[src/rtl/spm_pkg.sv]
package spm_pkg;

    localparam int unsigned SAMPLE_W = 16;
    localparam int unsigned MAG_W    = 16;
    localparam int unsigned MULT_W   = 16;
    localparam int unsigned AGE_W    = 16;
    localparam int unsigned CFG_W    = 16;
    localparam int unsigned IDX_W    = 2;

    localparam int unsigned S_TDATA_W = 32;
    localparam int unsigned S_TUSER_W = 4;
    localparam int unsigned M_TDATA_W = 72;

    localparam logic [MAG_W-1:0] FULL_SCALE = 16'd32767;
    localparam logic [AGE_W-1:0] AGE_MAX    = 16'hFFFF;

    localparam logic [CFG_W-1:0] LEVEL_MULT_RST = 16'd59488;
    localparam logic [CFG_W-1:0] HOLD_MULT_RST  = 16'd61401;
    localparam logic [CFG_W-1:0] HOLD_TICKS_RST = 16'd60;

    typedef enum logic [1:0] {
        OP_SAMPLE = 2'd0,
        OP_TICK   = 2'd1,
        OP_CLEAR  = 2'd2
    } t_op;

    typedef enum logic [IDX_W-1:0] {
        REG_LEVEL_MULT = 2'd0,
        REG_HOLD_MULT  = 2'd1,
        REG_HOLD_TICKS = 2'd2
    } t_reg_idx;

    typedef struct packed {
        logic [MAG_W-1:0] acc;
        logic [MAG_W-1:0] level;
        logic [MAG_W-1:0] hold;
        logic [AGE_W-1:0] age;
        logic             clip;
    } t_chan;

endpackage

[src/rtl/stereo_peak_meter_ballistics.sv]
// Stereo peak meter with level release, peak hold and clip latches.
// One output register: a transaction's result is on o_m_* in the cycle after it is accepted.
// Throughput: one transaction per cycle while not stalled; o_s_tready follows i_m_tready.
// Tick path: one 16x16 Q0.16 multiply per level and per hold, then a select.
// Reset (i_rst_n low, synchronous): all meter state zero, registers to defaults.
module stereo_peak_meter_ballistics (
    input  logic                           i_clk,
    input  logic                           i_rst_n,
    // config write channel
    input  logic                           i_cfg_valid,
    output logic                           o_cfg_ready,
    input  logic [spm_pkg::IDX_W-1:0]      i_cfg_index,
    input  logic [spm_pkg::CFG_W-1:0]      i_cfg_data,
    // input stream
    input  logic                           i_s_tvalid,
    output logic                           o_s_tready,
    // [15:0] sample_left, [31:16] sample_right
    input  logic [spm_pkg::S_TDATA_W-1:0]  i_s_tdata,
    // [1:0] op, [2] mono_in, [3] clear_channel
    input  logic [spm_pkg::S_TUSER_W-1:0]  i_s_tuser,
    // output stream
    output logic                           o_m_tvalid,
    input  logic                           i_m_tready,
    // [15:0] level_left, [31:16] level_right, [47:32] hold_left,
    // [63:48] hold_right, [64] clip_left, [65] clip_right, [71:66] zero
    output logic [spm_pkg::M_TDATA_W-1:0]  o_m_tdata,
    // [0] mono_out
    output logic                           o_m_tuser
);
    import spm_pkg::*;

    logic [CFG_W-1:0] r_level_mult;
    logic [CFG_W-1:0] r_hold_mult;
    logic [CFG_W-1:0] r_hold_ticks;

    t_chan r_left, r_right, n_left, n_right;
    logic  r_mono_pending, n_mono_pending;
    logic  r_mono_latched, n_mono_latched;

    logic                 r_m_tvalid;
    logic [M_TDATA_W-1:0] r_m_tdata;
    logic                 r_m_tuser;

    logic             s_fire;
    t_op              in_op;
    logic             in_mono;
    logic             in_clear_ch;
    logic [MAG_W-1:0] mag_l, mag_r, mag_r_sel;

    function automatic logic [MAG_W-1:0] f_mag(logic [SAMPLE_W-1:0] s);
        logic [MAG_W-1:0] m;
        m = s[SAMPLE_W-1] ? MAG_W'(~s + 1'b1) : MAG_W'(s);
        return m;
    endfunction

    function automatic logic [MAG_W-1:0] f_scale(logic [MAG_W-1:0] x,
                                                 logic [MULT_W-1:0] m);
        logic [MAG_W+MULT_W-1:0] prod;
        prod = {{MULT_W{1'b0}}, x} * {{MAG_W{1'b0}}, m};
        return prod[MAG_W+MULT_W-1:MULT_W];
    endfunction

    function automatic t_chan f_tick(t_chan c, logic [MULT_W-1:0] lvl_m,
                                     logic [MULT_W-1:0] hold_m,
                                     logic [AGE_W-1:0] ticks);
        t_chan            t;
        logic [AGE_W-1:0] age_inc;
        t       = c;
        t.acc   = '0;
        t.level = (c.acc > c.level) ? c.acc : f_scale(c.level, lvl_m);
        age_inc = (c.age != AGE_MAX) ? c.age + 1'b1 : c.age;
        if (c.acc >= c.hold) begin
            t.hold = c.acc;
            t.age  = '0;
        end else begin
            t.age  = age_inc;
            t.hold = (age_inc > ticks) ? f_scale(c.hold, hold_m) : c.hold;
        end
        if (c.acc >= FULL_SCALE) begin
            t.clip = 1'b1;
        end
        return t;
    endfunction

    assign o_cfg_ready = 1'b1;
    assign o_s_tready  = !r_m_tvalid || i_m_tready;
    assign s_fire      = i_s_tvalid && o_s_tready;

    assign in_op       = t_op'(i_s_tuser[1:0]);
    assign in_mono     = i_s_tuser[2];
    assign in_clear_ch = i_s_tuser[3];
    assign mag_l       = f_mag(i_s_tdata[15:0]);
    assign mag_r       = f_mag(i_s_tdata[31:16]);
    assign mag_r_sel   = in_mono ? mag_l : mag_r;

    always_comb begin
        n_left         = r_left;
        n_right        = r_right;
        n_mono_pending = r_mono_pending;
        n_mono_latched = r_mono_latched;
        unique case (in_op)
            OP_SAMPLE: begin
                n_mono_pending = in_mono;
                if (mag_l > r_left.acc) begin
                    n_left.acc = mag_l;
                end
                if (mag_r_sel > r_right.acc) begin
                    n_right.acc = mag_r_sel;
                end
            end
            OP_TICK: begin
                n_mono_latched = r_mono_pending;
                n_left  = f_tick(r_left, r_level_mult, r_hold_mult, r_hold_ticks);
                n_right = f_tick(r_right, r_level_mult, r_hold_mult, r_hold_ticks);
            end
            OP_CLEAR: begin
                if (in_clear_ch) begin
                    n_right.clip = 1'b0;
                end else begin
                    n_left.clip = 1'b0;
                end
            end
            default: begin
            end
        endcase
    end

    always_ff @(posedge i_clk) begin
        if (!i_rst_n) begin
            r_level_mult <= LEVEL_MULT_RST;
            r_hold_mult  <= HOLD_MULT_RST;
            r_hold_ticks <= HOLD_TICKS_RST;
        end else if (i_cfg_valid && o_cfg_ready) begin
            unique case (t_reg_idx'(i_cfg_index))
                REG_LEVEL_MULT: r_level_mult <= i_cfg_data;
                REG_HOLD_MULT:  r_hold_mult  <= i_cfg_data;
                REG_HOLD_TICKS: r_hold_ticks <= i_cfg_data;
                default: begin
                end
            endcase
        end
    end

    always_ff @(posedge i_clk) begin
        if (!i_rst_n) begin
            r_left         <= '0;
            r_right        <= '0;
            r_mono_pending <= 1'b0;
            r_mono_latched <= 1'b0;
        end else if (s_fire) begin
            r_left         <= n_left;
            r_right        <= n_right;
            r_mono_pending <= n_mono_pending;
            r_mono_latched <= n_mono_latched;
        end
    end

    always_ff @(posedge i_clk) begin
        if (!i_rst_n) begin
            r_m_tvalid <= 1'b0;
        end else if (o_s_tready) begin
            r_m_tvalid <= i_s_tvalid;
        end
    end

    always_ff @(posedge i_clk) begin
        if (s_fire) begin
            r_m_tdata <= {6'b0, n_right.clip, n_left.clip, n_right.hold, n_left.hold,
                          n_right.level, n_left.level};
            r_m_tuser <= n_mono_latched;
        end
    end

    assign o_m_tvalid = r_m_tvalid;
    assign o_m_tdata  = r_m_tdata;
    assign o_m_tuser  = r_m_tuser;

    a_clip_clear_only: assert property (@(posedge i_clk) disable iff (!i_rst_n)
        $fell(r_left.clip) |-> $past(s_fire && in_op == OP_CLEAR && !in_clear_ch))
        else $error("left clip latch dropped without a clear transaction");

    a_tick_clears_acc: assert property (@(posedge i_clk) disable iff (!i_rst_n)
        (s_fire && in_op == OP_TICK) |=> (r_left.acc == '0 && r_right.acc == '0))
        else $error("peak accumulators not cleared by tick");

    a_level_range: assert property (@(posedge i_clk) disable iff (!i_rst_n)
        (r_left.level <= 16'h8000 && r_right.level <= 16'h8000 &&
         r_left.hold <= 16'h8000 && r_right.hold <= 16'h8000))
        else $error("level or hold above full-scale magnitude");

    a_valid_from_accept: assert property (@(posedge i_clk) disable iff (!i_rst_n)
        $rose(o_m_tvalid) |-> $past(s_fire))
        else $error("output valid without an accepted transaction");

endmodule
[config.mk]
export PLATFORM = sky130hd
export DESIGN_NAME = stereo_peak_meter_ballistics
export DESIGN_NICKNAME = d
export VERILOG_FILES = /design/src/rtl/spm_pkg.sv /design/src/rtl/stereo_peak_meter_ballistics.sv
export SDC_FILE = /design/constraint.sdc
export NUM_CORES = 2
export LEC_CHECK = 0
export ABC_AREA = 1
export BUFFER_PORTS_ARGS = -buffer_cell sky130_fd_sc_hd__buf_4
export CORE_MARGIN = 2
export CORE_UTILIZATION = 55
export CTS_CLUSTER_SIZE = 14
export DETAILED_ROUTE_END_ITERATION = 10
export MAX_ROUTING_LAYER = met4
export PLACE_DENSITY = 0.81
export SLEW_MARGIN = 20
export SYNTH_ARGS = -nofsm -noshare
export SYNTH_HDL_FRONTEND = slang
export SYNTH_SLANG_ARGS = --single-unit
[constraint.sdc]
create_clock -name i_clk -period 12.5 [get_ports i_clk]
set_input_delay 0.625 -clock i_clk [delete_from_list [all_inputs] [get_ports i_clk]]
set_output_delay 0.625 -clock i_clk [all_outputs]
set_load 0.1 [all_outputs]
**Yosys cells after proc, flatten, opt, wreduce, memory -nomap -nowiden**

Index checks and enable logic that the tools add are counted.

- Flip-flop bits (word level): 248
- Logic and storage cells: 83
- Bits of input ports: 59
- Output and inout bits: 76

- Multiplexer cells: 24
- Reduce and logical (&&, ||, !) cells: 13
- Magnitude comparators: 10
- $mul: 4
- $add $sub $neg: 4
- Bitwise gates (word level): 2
- Equality and inequality tests: 8

Operator list:

| kind | number |
|---|---|
| $mux W16 | 11 |
| $mul A16 B16 Y32 | 4 |
| $gt A16 B16 Y1 | 6 |
| $mux W48 | 2 |
| $add A16 B1 Y16 const B | 4 |
| $mux W32 | 2 |
| $pmux W16 S2 | 2 |
| $ge A16 B15 Y1 const B | 2 |
| $ge A16 B16 Y1 | 2 |
| $ne A16 B16 Y1 const B | 2 |
| $not A16 Y16 | 2 |
| $reduce_and A2 Y1 | 5 |
| $reduce_and A3 Y1 | 2 |
| $mux W1 | 5 |
| $eq A2 B1 Y1 const B | 2 |
| $eq A2 B2 Y1 const B | 2 |
| $logic_not A2 Y1 | 2 |
| $ne A2 B2 Y1 const B | 2 |
| $pmux W1 S2 | 2 |
| $reduce_bool A2 Y1 | 1 |
| $logic_and A1 B1 Y1 | 1 |
| $logic_not A1 Y1 | 1 |
| $logic_or A1 B1 Y1 | 1 |

**Longest topological paths before layout**

- Word-level depth: 7
- Mapped depth: 30
- Gate-level depth less buffers: 28

**Worst setup path after synthesis**

OpenSTA, ideal clock, no wires.

- Path type: register to register
- From: reg r_hold_mult[1]
- To: reg r_m_tdata[44], in the netlist o_m_tdata[44], data pin
- Stages on the path, launching flop included: 24
- Setup time: 0.264 ns
- Period minus slack after synthesis: 5.625 ns
- Path buffers: 2
- Data arrival time: 5.361 ns
- Slack: 6.875 ns
- Data required time: 12.236 ns
- Path through: dfxtp_1 -> clkbuf_1 -> clkbuf_1 -> nand2_1 -> fa_1 -> fa_1 -> inv_1 -> fa_1 -> fa_1 -> fa_1 -> inv_1 -> fa_1 -> inv_1 -> ha_1 -> a21oi_1 -> o21ai_0 -> a21oi_1 -> nor2_1 -> nor2_1 -> nand3_1 -> nand3_1 -> nand2_1 -> nand2_1 -> o21ai_0

RTL lines:

| item | line | text |
|---|---|---|
| start: declaration | stereo_peak_meter_ballistics.sv:33 | `logic [CFG_W-1:0] r_hold_mult;` |
| start signal: assignment | stereo_peak_meter_ballistics.sv:136 | `REG_HOLD_MULT: r_hold_mult <= i_cfg_data;` |
| end signal: assignment | stereo_peak_meter_ballistics.sv:168 | `r_m_tdata <= {6'b0, n_right.clip, n_left.clip, n_right.hold, n_left.hold,` |
| end: declaration | stereo_peak_meter_ballistics.sv:41 | `logic [M_TDATA_W-1:0] r_m_tdata;` |

==> impl_metrics.ini <==
[clock_tree]
clk_pin_slew_ns = 0.07
clkLatencyLatePin_ns = 0.60
cts_buffers = 30
cts_tree = yes
holdBufCountCts = 0
cts-root-buf = clkbuf_16
cts_sinks = 248
post_cts_buffers = 0
cts_resized = 0
h-tree-depth = 1
cts_max_path_buffers = 3

[place]
io_buffers = 127
place_area_um2 = 52750
dp.cells = 8255
place_congestion = 1.012
place_hpwl_mm = 118.8

[detailed_routing]
viasPerCell = 5.496
drcViolationCount = 0
drt_iter0_drc = 4471
num_vias = 45680
drt_wl_total_mm = 150.1
wl_per_cell_um = 18.06
firstDrtPassIters = 8
ant_nets = 0

[timing]
tightest_slew_ns = 1.187
finClkSkew_ns = 0.03427
slew_headroom = 0.2073
min_period_over_period = 0.5377
final.setup.tns_ns = 0
setup_viol = 0
max_freq_ghz = 0.1488
slew_violations = 0
rsz0062_at_grt = no
hold_viol = 0
min_period_ns = 6.721

[synth]
synth_cell_types = 53
yosysWarnings = 0
ys_top_cells_by_area = fa_1, nand2_1, ha_1, inv_1, dfxtp_1
yosysTopAreaCellShare = 0.3026
syn_area_um2 = 51080
seq_area_frac_synth = 0.1103
netlist_instances = 7160
yosysTopAreaCell = fa_1
synth.avg_cell_area_um2 = 7.134
synth-seq-cells = 248

[critical_path]
reg2reg_from = r_right[40]
reg2reg_depth = 20
cp-end-kind = flop
r2r_setup_slack_ns = 5.78
r2r-end = o_m_tdata[26]
critical_path_required_ns = 12.81
crit_path_start_kind = flop
cp.arrival_ns = 7.03
critPathKind = flop to flop
crit_fanout = 18

[cells_and_area]
syn2layout_area_growth_pct = 5.311
drive_gt1_frac = 0.04061
stdcell_count = 8312
final_nets = 8414
final_area_um2 = 53790

[die]
die_height_um = 308.7
start_util = 0.5564
coreArea_um2 = 91800
io_pins = 135
dieArea_um2 = 95320
rows = 111
die_w_um = 308.7

[power]
vdd_drop_max_mv = 0.1698
pwr_density_cell_nw_per_um2 = 90.00
p_leak_uw = 0.03089

[grt]
grt_pass1_wl_mm = 243.6
track_usage = 0.3317
grt-busiest-layer = met2
gr-total-overflow = 0
antenna_found_initial = 3
grt_util_met3 = 0.05967
use_met1 = 0.4227
grt_max_degree = 89
met2_usage = 0.5170
grt_pass1_vias = 46570

[status]
status = completed

[hold_path]
worstHoldStart = i_m_tready
min_to = o_m_tvalid
min-delay-path-class = input pin to flop
hold_depth = 4

[run]
maxCapViolCount = 0
[cells in the final DEF, fill, tap and decap left out, types with 5 or more instances in the layout]
master,instances
o21ai_0,236
nor2_2,5
inv_2,7
nor3_2,5
nand2_1,1954
nor2_1,304
nand3b_1,11
a22oi_1,16
nand3_1,317
buf_4,194
xnor2_1,16
a21o_1,14
o21ai_1,20
clkbuf_16,32
dfxtp_1,180
o21bai_1,23
a21boi_0,8
o211ai_1,8
ha_1,538
inv_1,1790
conb_1,7
xor2_1,32
fa_1,772
clkinv_2,7
nor3_1,51
edfxtp_1,67
nand4_1,50
a21oi_1,330
o21a_1,11
[cells in the mapped netlist (all sizes together)]
cell    instances
a21boi         10
xnor2          16
a21o           14
o41ai           2
clkinv          3
ha            539
nand3         317
a31oi           4
edfxtp         67
nand4          50
nor3           58
nor3b           1
nand3b         11
xor2           33
clkbuf        291
o21a           11
nand2        1958
or2             3
and2            1
conb            2
o31ai           2
o211ai          8
nor4            3
o21bai         23
nor2          310
buf            57
dfxtp         181
a22oi          16
nor4b           1
a21oi         336
fa            772
and3            2
o21ai         258
inv          1799
mux2i           1
[how the worst max path moves through the flow]
stage	from	end	cells past startpoint
final	r_right[40]	o_m_tdata[26]	20
after global routing	r_level_mult[7]	o_m_tdata[1]	21
after CTS	r_level_mult[7]	o_m_tdata[1]	21
after detailed placement	r_hold_mult[1]	o_m_tdata[43]	22
after global placement	r_hold_mult[1]	o_m_tdata[44]	22
after floorplan	r_hold_mult[1]	o_m_tdata[44]	23
[stage by stage]
step | power, uW | setup WS [ns] | hold WS (ns) | util
after floorplan | 3083 | 6.875 | 0.4245 | -
after global placement | 3796 | 6.067 | 0.4359 | 0.5746
after detailed placement | 3871 | 5.921 | 0.4413 | 0.5746
after CTS | 4803 | 5.903 | 0.2956 | 0.5858
after global routing | 5240 | 5.490 | 0.3013 | 0.5859
final | 4841 | 5.779 | 0.3169 | 0.5859
[critical path, cell delays in order (launching register included)]
cell and delay (ns):
dfxtp_1 0.99, nand2_1 0.20, fa_1 0.59, inv_1 0.06
fa_1 0.56, fa_1 0.45, fa_1 0.47, fa_1 0.49
inv_1 0.05, fa_1 0.48, inv_1 0.04, ha_1 0.32
a21oi_1 0.22, a21boi_0 0.56, nand2_1 0.23, a21oi_1 0.26
nand2_1 0.08, nand2_1 0.06, nand3_1 0.09, nand2_1 0.07
o21ai_0 0.12
[power breakdown]
group	internal [uW]	total, uW	switching (uW)	leakage (uW)
sequential	908	1050	139	0.00215
clock	528	922	395	0.000500
combinational	951	2870	1920	0.0282
[per-layer routing]
metal | share of wire | wire length [um] | up-vias
li1 | - | - | 21040
met1 | 0.39 | 57940 | 21760
met2 | 0.45 | 67520 | 2388
met3 | 0.11 | 16610 | 493
met4 | 0.054 | 8064 | 0
met5 | 0 | 0 | -
[area by class of cell]
class / count / area (um2)
Sequential cell: 248 / 5637
Timing Repair Buffer: 195 / 1468
Inverter: 1802 / 6770
Fill cell: 8263 / 38010
Antenna cell: 1 / 2.502
Tap cell: 1243 / 1555
Clock inverter: 17 / 167.7
Clock buffer: 39 / 857.1
Multi-Input combinational cell: 4767 / 37330
[state kept, by name (all words and copies together) (netlist names)]
| register | cells |
|---|---|
| r_mono_latched | 1 |
| o_m_tdata | 66 |
| r_left | 65 |
| r_right | 65 |
| r_hold_mult | 16 |
| o_m_tvalid | 1 |
| r_level_mult | 16 |
| o_m_tuser | 1 |
| r_mono_pending | 1 |
| r_hold_ticks | 16 |
[cells by family after synthesis]
logic type / Yosys count / synth area share
AO/OA/AOI/OAI: 684 / 0.07256
XOR/XNOR: 49 / 0.008549
adder cells (fa/ha/maj): 1311 / 0.4346
buffers and inverters: 2150 / 0.1596
flip-flops: 248 / 0.1103
multiplexers: 1 / 0.0001960
other: 2 / 0.0001470
AND/OR/NAND/NOR: 2715 / 0.2140
Power figures use the tool's default switching activity.
